--- config.mk ---
export PLATFORM = sky130hd
export DESIGN_NAME = cramer_linear_system_solver_unit
export DESIGN_NICKNAME = d
export VERILOG_FILES = /design/src/hw/rtl/cls_pkg.sv /design/src/hw/rtl/cramer_linear_system_solver_unit.sv
export SDC_FILE = /design/constraint.sdc
export NUM_CORES = 2
export LEC_CHECK = 0
export CAP_MARGIN = 5
export CORE_MARGIN = 5
export CORE_UTILIZATION = 30
export DETAILED_ROUTE_END_ITERATION = 8
export DONT_BUFFER_PORTS = 1
export GPL_TIMING_DRIVEN = 0
export PLACE_DENSITY = 0.51
export SLEW_MARGIN = 20
export SYNTH_ARGS = -nofsm -noshare
export SYNTH_HDL_FRONTEND = slang
export SYNTH_SLANG_ARGS = --single-unit
export TNS_END_PERCENT = 5
--- constraint.sdc ---
create_clock -name clock -period 11.5 [get_ports clock]
set_clock_uncertainty 0.05 [all_clocks]
set_input_delay 1.15 -clock clock [delete_from_list [all_inputs] [get_ports clock]]
set_output_delay 1.15 -clock clock [all_outputs]
set_load 0.005 [all_outputs]
--- src/hw/rtl/cls_pkg.sv ---
package cls_pkg;

   localparam int VALUE_W = 16;
   localparam int LIMB_W  = 16;
   localparam int FRAC_W  = 16;
   localparam int SOL_W   = 32;
   localparam int IDX_W   = 2;
   localparam int NACT_W  = 3;
   localparam logic [NACT_W-1:0] NACT_RESET = 3'd3;

   typedef enum logic [6:0] {
      S_IDLE  = 7'b0000001,
      S_TRY   = 7'b0000010,
      S_MUL   = 7'b0000100,
      S_ACC   = 7'b0001000,
      S_DDONE = 7'b0010000,
      S_DIV   = 7'b0100000,
      S_EMIT  = 7'b1000000
   } cls_state_type;

endpackage

--- src/hw/rtl/cramer_linear_system_solver_unit.sv ---
// Loading: one word per cycle while busy is low; N*(N+1) words per system.
// Solve: N+1 determinants by depth-first permutation walk (only the first if it
// is zero), each product step one 16x16 limb multiply per cycle over MAX_UNKNOWNS+1
// limbs, then N restoring divisions; busy stays high the whole time.
// Results leave one per strobe cycle; the receiver cannot stall them.
// Synchronous active-high reset clears control state and sets n_active to 3.
module cramer_linear_system_solver_unit import cls_pkg::*; #(
   parameter int MAX_UNKNOWNS = 4
) (
   input  logic                     clock,
   input  logic                     reset,
   input  logic                     start,
   output logic                     busy,
   input  logic signed [VALUE_W-1:0] req_value,
   input  logic                     csr_valid,
   output logic                     csr_ready,
   input  logic [NACT_W-1:0]        csr_n_active,
   output logic                     rsp_valid,
   output logic [IDX_W-1:0]         rsp_solution_index,
   output logic signed [SOL_W-1:0]  rsp_solution,
   output logic                     rsp_singular,
   output logic                     rsp_last
);

   localparam int DEPTH = MAX_UNKNOWNS * (MAX_UNKNOWNS + 1);
   localparam int AW    = $clog2(DEPTH);
   localparam int LW    = $clog2(DEPTH + 1);
   localparam int CW    = $clog2(MAX_UNKNOWNS + 1);
   localparam int NL    = MAX_UNKNOWNS + 1;
   localparam int MW    = LIMB_W * NL;
   localparam int DW    = MW + 12;
   localparam int NW    = DW + FRAC_W;
   localparam int QCW   = $clog2(NW + 1);

   logic [NACT_W-1:0]        n_active_ff, n_active_in;
   logic [LW-1:0]            load_count_ff, load_count_in;
   logic signed [VALUE_W-1:0] store_ff [DEPTH];
   cls_state_type            state_ff, state_in;
   logic [CW-1:0]            lvl_ff, lvl_in, cand_ff, cand_in, repl_ff, repl_in;
   logic [CW-1:0]            limb_ff, limb_in;
   logic [CW-1:0]            col_ff [NL];
   logic [NL-1:0]            used_ff, used_in;
   logic [MW-1:0]            prod_ff [NL];
   logic                     psgn_ff [NL];
   logic [LIMB_W-1:0]        ent_mag_ff, ent_mag_in, carry_ff, carry_in;
   logic [DW-1:0]            acc_ff, acc_in, dmag_ff, dmag_in, rem_ff, rem_in;
   logic                     dneg_ff, dneg_in, qneg_ff, qneg_in;
   logic [NW-1:0]            quo_ff, quo_in;
   logic [QCW-1:0]           dcnt_ff, dcnt_in;
   logic                     rsp_valid_ff, rsp_valid_in;
   logic [IDX_W-1:0]         rsp_index_ff, rsp_index_in;
   logic [SOL_W-1:0]         rsp_solution_ff, rsp_solution_in;
   logic                     rsp_singular_ff, rsp_singular_in, rsp_last_ff, rsp_last_in;

   logic [CW-1:0]            n_eff, sel_col, lvl_up, lvl_dn;
   logic [AW-1:0]            rd_addr;
   logic signed [VALUE_W-1:0] rd_val;
   logic                     inv_par, psgn_cur, take, mul_wr, load_wr;
   logic [LIMB_W-1:0]        cur_limb;
   logic [2*LIMB_W-1:0]      mul_res;
   logic [DW-1:0]            leaf_ext, amag;
   logic [DW:0]              r2;
   logic                     ge, big;

   always_comb begin
      if (n_active_ff == '0) n_eff = CW'(1);
      else if (int'(n_active_ff) > MAX_UNKNOWNS) n_eff = CW'(MAX_UNKNOWNS);
      else n_eff = CW'(n_active_ff);
   end

   assign lvl_up   = CW'(lvl_ff + 1'b1);
   assign lvl_dn   = CW'(lvl_ff - 1'b1);
   assign sel_col  = (cand_ff == repl_ff) ? n_eff : cand_ff;
   assign rd_addr  = AW'(int'(lvl_ff) * (int'(n_eff) + 1) + int'(sel_col));
   assign rd_val   = store_ff[rd_addr];
   assign psgn_cur = (lvl_ff == '0) ? 1'b0 : psgn_ff[lvl_ff];

   // parity of inversions added by placing cand after the columns already used
   always_comb begin
      inv_par = 1'b0;
      for (int j = 0; j < NL; j++) begin
         if (used_ff[j] && (CW'(j) > cand_ff)) inv_par = ~inv_par;
      end
   end

   always_comb begin
      if (lvl_ff == '0) cur_limb = (limb_ff == '0) ? LIMB_W'(1) : '0;
      else cur_limb = prod_ff[lvl_ff][limb_ff*LIMB_W +: LIMB_W];
   end

   assign mul_res  = {{LIMB_W{1'b0}}, cur_limb} * {{LIMB_W{1'b0}}, ent_mag_ff}
                   + {{LIMB_W{1'b0}}, carry_ff};
   assign leaf_ext = DW'(prod_ff[lvl_ff]);
   assign amag     = acc_ff[DW-1] ? DW'(-acc_ff) : acc_ff;
   assign r2       = {rem_ff, quo_ff[NW-1]};
   assign ge       = r2 >= {1'b0, dmag_ff};
   assign big      = |quo_ff[NW-1:SOL_W];

   always_comb begin
      n_active_in     = n_active_ff;
      load_count_in   = load_count_ff;
      state_in        = state_ff;
      lvl_in          = lvl_ff;
      cand_in         = cand_ff;
      repl_in         = repl_ff;
      limb_in         = limb_ff;
      used_in         = used_ff;
      ent_mag_in      = ent_mag_ff;
      carry_in        = carry_ff;
      acc_in          = acc_ff;
      dmag_in         = dmag_ff;
      dneg_in         = dneg_ff;
      rem_in          = rem_ff;
      quo_in          = quo_ff;
      qneg_in         = qneg_ff;
      dcnt_in         = dcnt_ff;
      rsp_valid_in    = 1'b0;
      rsp_index_in    = rsp_index_ff;
      rsp_solution_in = rsp_solution_ff;
      rsp_singular_in = rsp_singular_ff;
      rsp_last_in     = rsp_last_ff;
      take            = 1'b0;
      mul_wr          = 1'b0;
      load_wr         = 1'b0;

      case (state_ff)
         S_IDLE: begin
            if (start) begin
               load_wr = 1'b1;
               if (int'(load_count_ff) + 1 == int'(n_eff) * (int'(n_eff) + 1)) begin
                  load_count_in = '0;
                  repl_in       = n_eff;
                  lvl_in        = '0;
                  cand_in       = '0;
                  used_in       = '0;
                  acc_in        = '0;
                  state_in      = S_TRY;
               end else begin
                  load_count_in = LW'(load_count_ff + 1'b1);
               end
            end
         end
         S_TRY: begin
            if (lvl_ff == n_eff) begin
               state_in = S_ACC;
            end else if (cand_ff == n_eff) begin
               if (lvl_ff == '0) begin
                  state_in = S_DDONE;
               end else begin
                  lvl_in               = lvl_dn;
                  cand_in              = CW'(col_ff[lvl_dn] + 1'b1);
                  used_in[col_ff[lvl_dn]] = 1'b0;
               end
            end else if (used_ff[cand_ff]) begin
               cand_in = CW'(cand_ff + 1'b1);
            end else begin
               take             = 1'b1;
               used_in[cand_ff] = 1'b1;
               ent_mag_in       = rd_val[VALUE_W-1] ? LIMB_W'(-rd_val) : LIMB_W'(rd_val);
               limb_in          = '0;
               carry_in         = '0;
               state_in         = S_MUL;
            end
         end
         S_MUL: begin
            mul_wr   = 1'b1;
            carry_in = mul_res[2*LIMB_W-1:LIMB_W];
            limb_in  = CW'(limb_ff + 1'b1);
            if (int'(limb_ff) == NL - 1) begin
               lvl_in   = lvl_up;
               cand_in  = '0;
               state_in = S_TRY;
            end
         end
         S_ACC: begin
            acc_in                  = psgn_ff[lvl_ff] ? DW'(acc_ff - leaf_ext)
                                                      : DW'(acc_ff + leaf_ext);
            lvl_in                  = lvl_dn;
            cand_in                 = CW'(col_ff[lvl_dn] + 1'b1);
            used_in[col_ff[lvl_dn]] = 1'b0;
            state_in                = S_TRY;
         end
         S_DDONE: begin
            if (repl_ff == n_eff) begin
               if (acc_ff == '0) begin
                  rsp_valid_in    = 1'b1;
                  rsp_index_in    = '0;
                  rsp_solution_in = '0;
                  rsp_singular_in = 1'b1;
                  rsp_last_in     = 1'b1;
                  state_in        = S_IDLE;
               end else begin
                  dmag_in  = amag;
                  dneg_in  = acc_ff[DW-1];
                  repl_in  = '0;
                  lvl_in   = '0;
                  cand_in  = '0;
                  used_in  = '0;
                  acc_in   = '0;
                  state_in = S_TRY;
               end
            end else begin
               quo_in   = {amag, {FRAC_W{1'b0}}};
               rem_in   = '0;
               qneg_in  = acc_ff[DW-1] ^ dneg_ff;
               dcnt_in  = '0;
               state_in = S_DIV;
            end
         end
         S_DIV: begin
            rem_in  = ge ? DW'(r2 - {1'b0, dmag_ff}) : r2[DW-1:0];
            quo_in  = {quo_ff[NW-2:0], ge};
            dcnt_in = QCW'(dcnt_ff + 1'b1);
            if (int'(dcnt_ff) == NW - 1) state_in = S_EMIT;
         end
         S_EMIT: begin
            rsp_valid_in    = 1'b1;
            rsp_index_in    = IDX_W'(repl_ff);
            rsp_singular_in = 1'b0;
            rsp_last_in     = (CW'(repl_ff + 1'b1) == n_eff);
            if (qneg_ff) begin
               if (big || quo_ff[SOL_W-1:0] > 32'h8000_0000) rsp_solution_in = 32'h8000_0000;
               else rsp_solution_in = -quo_ff[SOL_W-1:0];
            end else begin
               if (big || quo_ff[SOL_W-1]) rsp_solution_in = 32'h7FFF_FFFF;
               else rsp_solution_in = quo_ff[SOL_W-1:0];
            end
            if (CW'(repl_ff + 1'b1) == n_eff) begin
               state_in = S_IDLE;
            end else begin
               repl_in  = CW'(repl_ff + 1'b1);
               lvl_in   = '0;
               cand_in  = '0;
               used_in  = '0;
               acc_in   = '0;
               state_in = S_TRY;
            end
         end
         default: state_in = S_IDLE;
      endcase

      if (csr_valid && csr_ready) begin
         n_active_in   = csr_n_active;
         load_count_in = '0;
      end
   end

   always_ff @(posedge clock) begin
      if (reset) begin
         state_ff      <= S_IDLE;
         n_active_ff   <= NACT_RESET;
         load_count_ff <= '0;
         rsp_valid_ff  <= 1'b0;
      end else begin
         state_ff      <= state_in;
         n_active_ff   <= n_active_in;
         load_count_ff <= load_count_in;
         rsp_valid_ff  <= rsp_valid_in;
      end
   end

   always_ff @(posedge clock) begin
      lvl_ff          <= lvl_in;
      cand_ff         <= cand_in;
      repl_ff         <= repl_in;
      limb_ff         <= limb_in;
      used_ff         <= used_in;
      ent_mag_ff      <= ent_mag_in;
      carry_ff        <= carry_in;
      acc_ff          <= acc_in;
      dmag_ff         <= dmag_in;
      dneg_ff         <= dneg_in;
      rem_ff          <= rem_in;
      quo_ff          <= quo_in;
      qneg_ff         <= qneg_in;
      dcnt_ff         <= dcnt_in;
      rsp_index_ff    <= rsp_index_in;
      rsp_solution_ff <= rsp_solution_in;
      rsp_singular_ff <= rsp_singular_in;
      rsp_last_ff     <= rsp_last_in;
      if (load_wr) store_ff[load_count_ff[AW-1:0]] <= req_value;
      if (take) begin
         col_ff[lvl_ff]  <= cand_ff;
         psgn_ff[lvl_up] <= psgn_cur ^ rd_val[VALUE_W-1] ^ inv_par;
      end
      if (mul_wr) prod_ff[lvl_up][limb_ff*LIMB_W +: LIMB_W] <= mul_res[LIMB_W-1:0];
   end

   assign busy               = (state_ff != S_IDLE);
   assign csr_ready          = 1'b1;
   assign rsp_valid          = rsp_valid_ff;
   assign rsp_solution_index = rsp_index_ff;
   assign rsp_solution       = rsp_solution_ff;
   assign rsp_singular       = rsp_singular_ff;
   assign rsp_last           = rsp_last_ff;

`ifndef NO_ASSERTIONS
   a_singular_last: assert property (@(posedge clock) disable iff (reset)
      rsp_valid_ff && rsp_singular_ff |-> rsp_last_ff && rsp_index_ff == '0)
      else $error("singular word not final");
   a_mul_depth: assert property (@(posedge clock) disable iff (reset)
      state_ff == S_MUL |-> lvl_ff < n_eff)
      else $error("product walk beyond matrix size");
   a_busy_start: assert property (@(posedge clock) disable iff (reset)
      $rose(busy) |-> $past(start))
      else $error("solve began without a loaded word");
   a_div_bound: assert property (@(posedge clock) disable iff (reset)
      state_ff == S_DIV |-> int'(dcnt_ff) < NW)
      else $error("division ran past quotient width");
`endif

endmodule
==> run summary <==
Status -> complete, no violations
Worst path max stage delay -> 650 ps
Leakage power summed over all cells -> 30.3 nW
Number of buffers between clock root and the deepest sink -> 3
Total net switching power -> 4.43 mW
Cell types occupying the most area after synthesis -> sky130_fd_sc_hd__edfxtp_1, sky130_fd_sc_hd__fa_1, sky130_fd_sc_hd__mux4_2
Synth-to-layout area growth -> 14.3%
Nets@finish -> 7285
Post-synthesis cell count -> 6525
Worst hold path type -> in2reg
Fraction of the yosys area taken by sequential cells -> 49.4%
Avg Synthesized Cell Area -> 11.5 sq um
Worst IR Drop VDD -> 155 uV
Horiz. Die Dim -> 509 um
Clk pwr share -> 33.7%
Number of hold-slack violations in the final timing report -> 0
Routed length per instance -> 22.9 um
Worst Tran Pin Value -> 1170 ps
Library cell appearing most often on the critical path -> sky130_fd_sc_hd__fa_1
Share of Yosys cell area claimed by the top area cell type -> 48.9%
Max-slew headroom at the worst pin -> 21.8%
RSZ-0062 raised after global routing -> no
Post-place instance area -> 80400 sq um
Fin Hold WS -> 347 ps
Internal Pwr Total -> 9.14 mW
Area of all sequential standard cells -> 37000 sq um
Overall routing resource usage -> 17.6%
Placer's final routability congestion estimate -> 0.912
TritonCTS clock tree -> yes
TritonCTS buffer count -> 136
Antenna violations before repair -> 6
Total grt overflow -> 0
Most instantiated flip-flop cell in the synthesis netlist -> sky130_fd_sc_hd__edfxtp_1
Count of cells along the worst register-to-register path -> 32
Kind of critical path -> reg2reg
Fraction of layout cells with a size suffix above 1 -> 10.4%
Area of combinational cells with multiple inputs -> 35200 sq um
Combinational Power Share -> 28.3%
Row count -> 183
Switching power as a share of total power -> 32.7%
Clock insertion delay at the later pin of the skew report -> 840 ps
Total DRC errors in the routed layout -> 0
Register clock-pin slew on the reported worst setup and hold paths -> 60 ps
Clock root buffer master -> sky130_fd_sc_hd__clkbuf_16
First DRT Iteration DRCs -> 4358
Max_cap viols -> 0
Data arrival time at the worst-slack endpoint -> 11540 ps
Overall via count from detail_route -> 52.3k
Leading area contributor after synthesis -> sky130_fd_sc_hd__edfxtp_1
Number of filler instances in the final layout -> 24.6k
Count of input and output buffers -> 0
Final Cycle Share -> 96.5%
Vertical extent of the die -> 509 um
FF+latch count, synth -> 1237
Total die area -> 259000 sq um
Reg-to-Reg End -> carry_ff[12]$_SDFFCE_PN0P_
Endpoint kind of the worst setup timing path -> flop
Maximum clock frequency -> 90.2 MHz
Startpoint class of the critical path -> flop
Yosys warning total -> 0
Minimum clock period -> 11090 ps
Final antenna-violating net count -> 0
Placeable core area -> 248000 sq um
Ports placed on the boundary -> 62
Initial cell density of the core -> 30.1%
Ratio of routed vias to standard cells -> 5.16
Pin count of the biggest net entering global routing -> 51
Final number of max-transition violations -> 0
Final routed wirelength across all metal layers -> 232000 um
Wire length of the first global-routing pass -> 344000 um
Worst setup endpoint -> carry_ff[12]$_SDFFCE_PN0P_
Worst-path cell with the longest stage delay -> sky130_fd_sc_hd__o22ai_2
Count of final setup violators -> 0
Count of TritonRoute iterations in the first routing pass -> 5
Post-synth EDFFs -> 1218
Critical Path Fanout Max -> 10
Critical path required time -> 11950 ps
Synth Cell Area -> 74700 sq um
Reg2Reg Setup Slack -> 410 ps
Part of the power in registers -> 38.0%
Htree depth -> 4
Number of global-route vias before repair -> 52.5k
Final instance area -> 85400 sq um
DP Wirelength -> 179000 um
Ys async rst share -> 0%
Total clock sinks -> 1237
PD cells -> 159 nW/um^2
Cell variety after synth -> 92
## power groups by stage
stage	registers (mW)	logic [mW]	clock network (mW)
after floorplan	5.22	2.66	0
after global placement	5.27	3.74	0
after detailed placement	5.26	3.81	0
after CTS	5.16	3.83	4.67
after global routing	5.17	4.15	4.87
final	5.16	3.84	4.57
## metal layers
metal / part of all wire (%) / up-vias / global-route usage [%]
met3: 5.5 / 385 / 2.58
li1: - / 24100 / -
met4: 3.6 / 2 / 5.66
met1: 43 / 26300 / 23.4
met2: 48 / 1589 / 29.4
met5: 0.0056 / - / 0
## cell type report
type | instances | share of cell area [%]
Antenna cell | 1 | 0.00293
Buffer | 329 | 1.61
Clock buffer | 146 | 4.05
Clock inverter | 97 | 1.46
Inverter | 509 | 2.24
Multi-Input combinational cell | 4443 | 41.2
Sequential cell | 1237 | 43.3
Tap cell | 3330 | 4.88
Timing Repair Buffer | 61 | 1.30
## worst min-delay path by stage
stage                             from                         end  slack, ps  depth (start not counted)
2_1_floorplan  acc_ff[0]$_SDFFCE_PP0P_        dmag_ff[0]$_DFFE_PP_        400                          0
3_3_place_gp   acc_ff[0]$_SDFFCE_PP0P_        dmag_ff[0]$_DFFE_PP_        490                          0
3_5_place_dp   acc_ff[0]$_SDFFCE_PP0P_        dmag_ff[0]$_DFFE_PP_        490                          0
4_1_cts                  req_value[11]  store_ff[14][11]$_DFFE_PP_        280                          0
5_1_grt                  req_value[11]  store_ff[10][11]$_DFFE_PP_        290                          0
6_report                 req_value[11]  store_ff[10][11]$_DFFE_PP_        350                          0
## worst max-delay path: cells and delay by family (launching register included)
family          cells  cell delay, ps
fa+ha+maj           7            3320
compound gates      8            2610
buf+inv             9            2150
simple gates        5            1060
mux                 2             810
flops               1             400
xor+xnor            1             310
## registers in the layout, indices dropped and copies added, names as in the netlist, 5 cells and up, named ones only
| name | count |
|---|---|
| acc_ff | 92 |
| carry_ff | 16 |
| col_ff | 15 |
| dcnt_ff | 7 |
| dmag_ff | 92 |
| ent_mag_ff | 16 |
| load_count_ff | 5 |
| prod_ff | 400 |
| psgn_ff | 5 |
| quo_ff | 108 |
| rem_ff | 92 |
| rsp_solution | 32 |
| state_ff | 7 |
| store_ff | 320 |
| used_ff | 5 |
## cell usage after synthesis, drive strengths merged (19+ instances only)
cell	instances
nor3	92
ha	327
mux2i	97
o22ai	26
nor2b	45
fa	218
nand2	555
mux4	190
o21ai	245
a31oi	59
o21a	27
nand4	82
clkbuf	298
nor4	55
o31ai	68
xor2	140
and2	65
nand2b	38
o41ai	31
edfxtp	1218
nand3	77
dfxtp	19
a21oi	410
nor2	646
xnor2	272
buf	42
and3	135
or4	21
or3	55
a21o	127
inv	509
o21bai	56
a211oi	41
mux2	51
## kinds of logic (layout without fill, tap and decap cells)
| kind of cell | Yosys count | in the layout | synth area share, % |
|---|---|---|---|
| DFF | 1237 | 1237 | 49.4 |
| AOI/OAI and AO/OA | 1203 | 1203 | 10.0 |
| other | 2 | 7 | 0.0100 |
| adders and majority gates | 545 | 545 | 11.3 |
| muxes | 338 | 338 | 7.81 |
| and+or+nand+nor | 1939 | 1939 | 12.2 |
| buffers and inverters | 849 | 1142 | 4.37 |
| xor gates and xnor gates | 412 | 412 | 4.83 |
## cell usage in the layout (no fill, tap or decap), drive strengths merged, types with 56 or more instances in the layout
cell type	instances
xor2	140
edfxtp	1218
ha	327
nand3	77
nand2	555
a21oi	410
inv	513
nor2	646
clkinv	67
and3	135
nor3	92
nand4	82
a21o	127
xnor2	272
mux4	190
o21bai	56
fa	218
mux2i	97
o21ai	245
and2	65
buf	97
clkbuf	438
o31ai	68
a31oi	59
## stage by stage
| step | TNS (ps) | worst slack (ps) | total power [mW] | std cells | util (%) |
|---|---|---|---|---|---|
| after floorplan | 0 | 2310 | 7.88 | 6529 | - |
| after global placement | -208190 | -1790 | 9.01 | 9859 | 31.8 |
| after detailed placement | -37950 | -1720 | 9.06 | 9917 | 32.4 |
| after CTS | 0 | 10.8 | 13.7 | 10200 | 34.3 |
| after global routing | 0 | 18.4 | 14.2 | 10200 | 34.4 |
| final | 0 | 408 | 13.6 | 10200 | 34.4 |
## repair_timing
action,CTS,global route
pin swaps,0,0
endpoints found under the hold margin,0,0
endpoints found under the setup margin,65,6
gates resized for setup,44,32
hold buffers,0,0
buffers inserted,0,3
No activity file was read; power rests on OpenSTA's default activity.
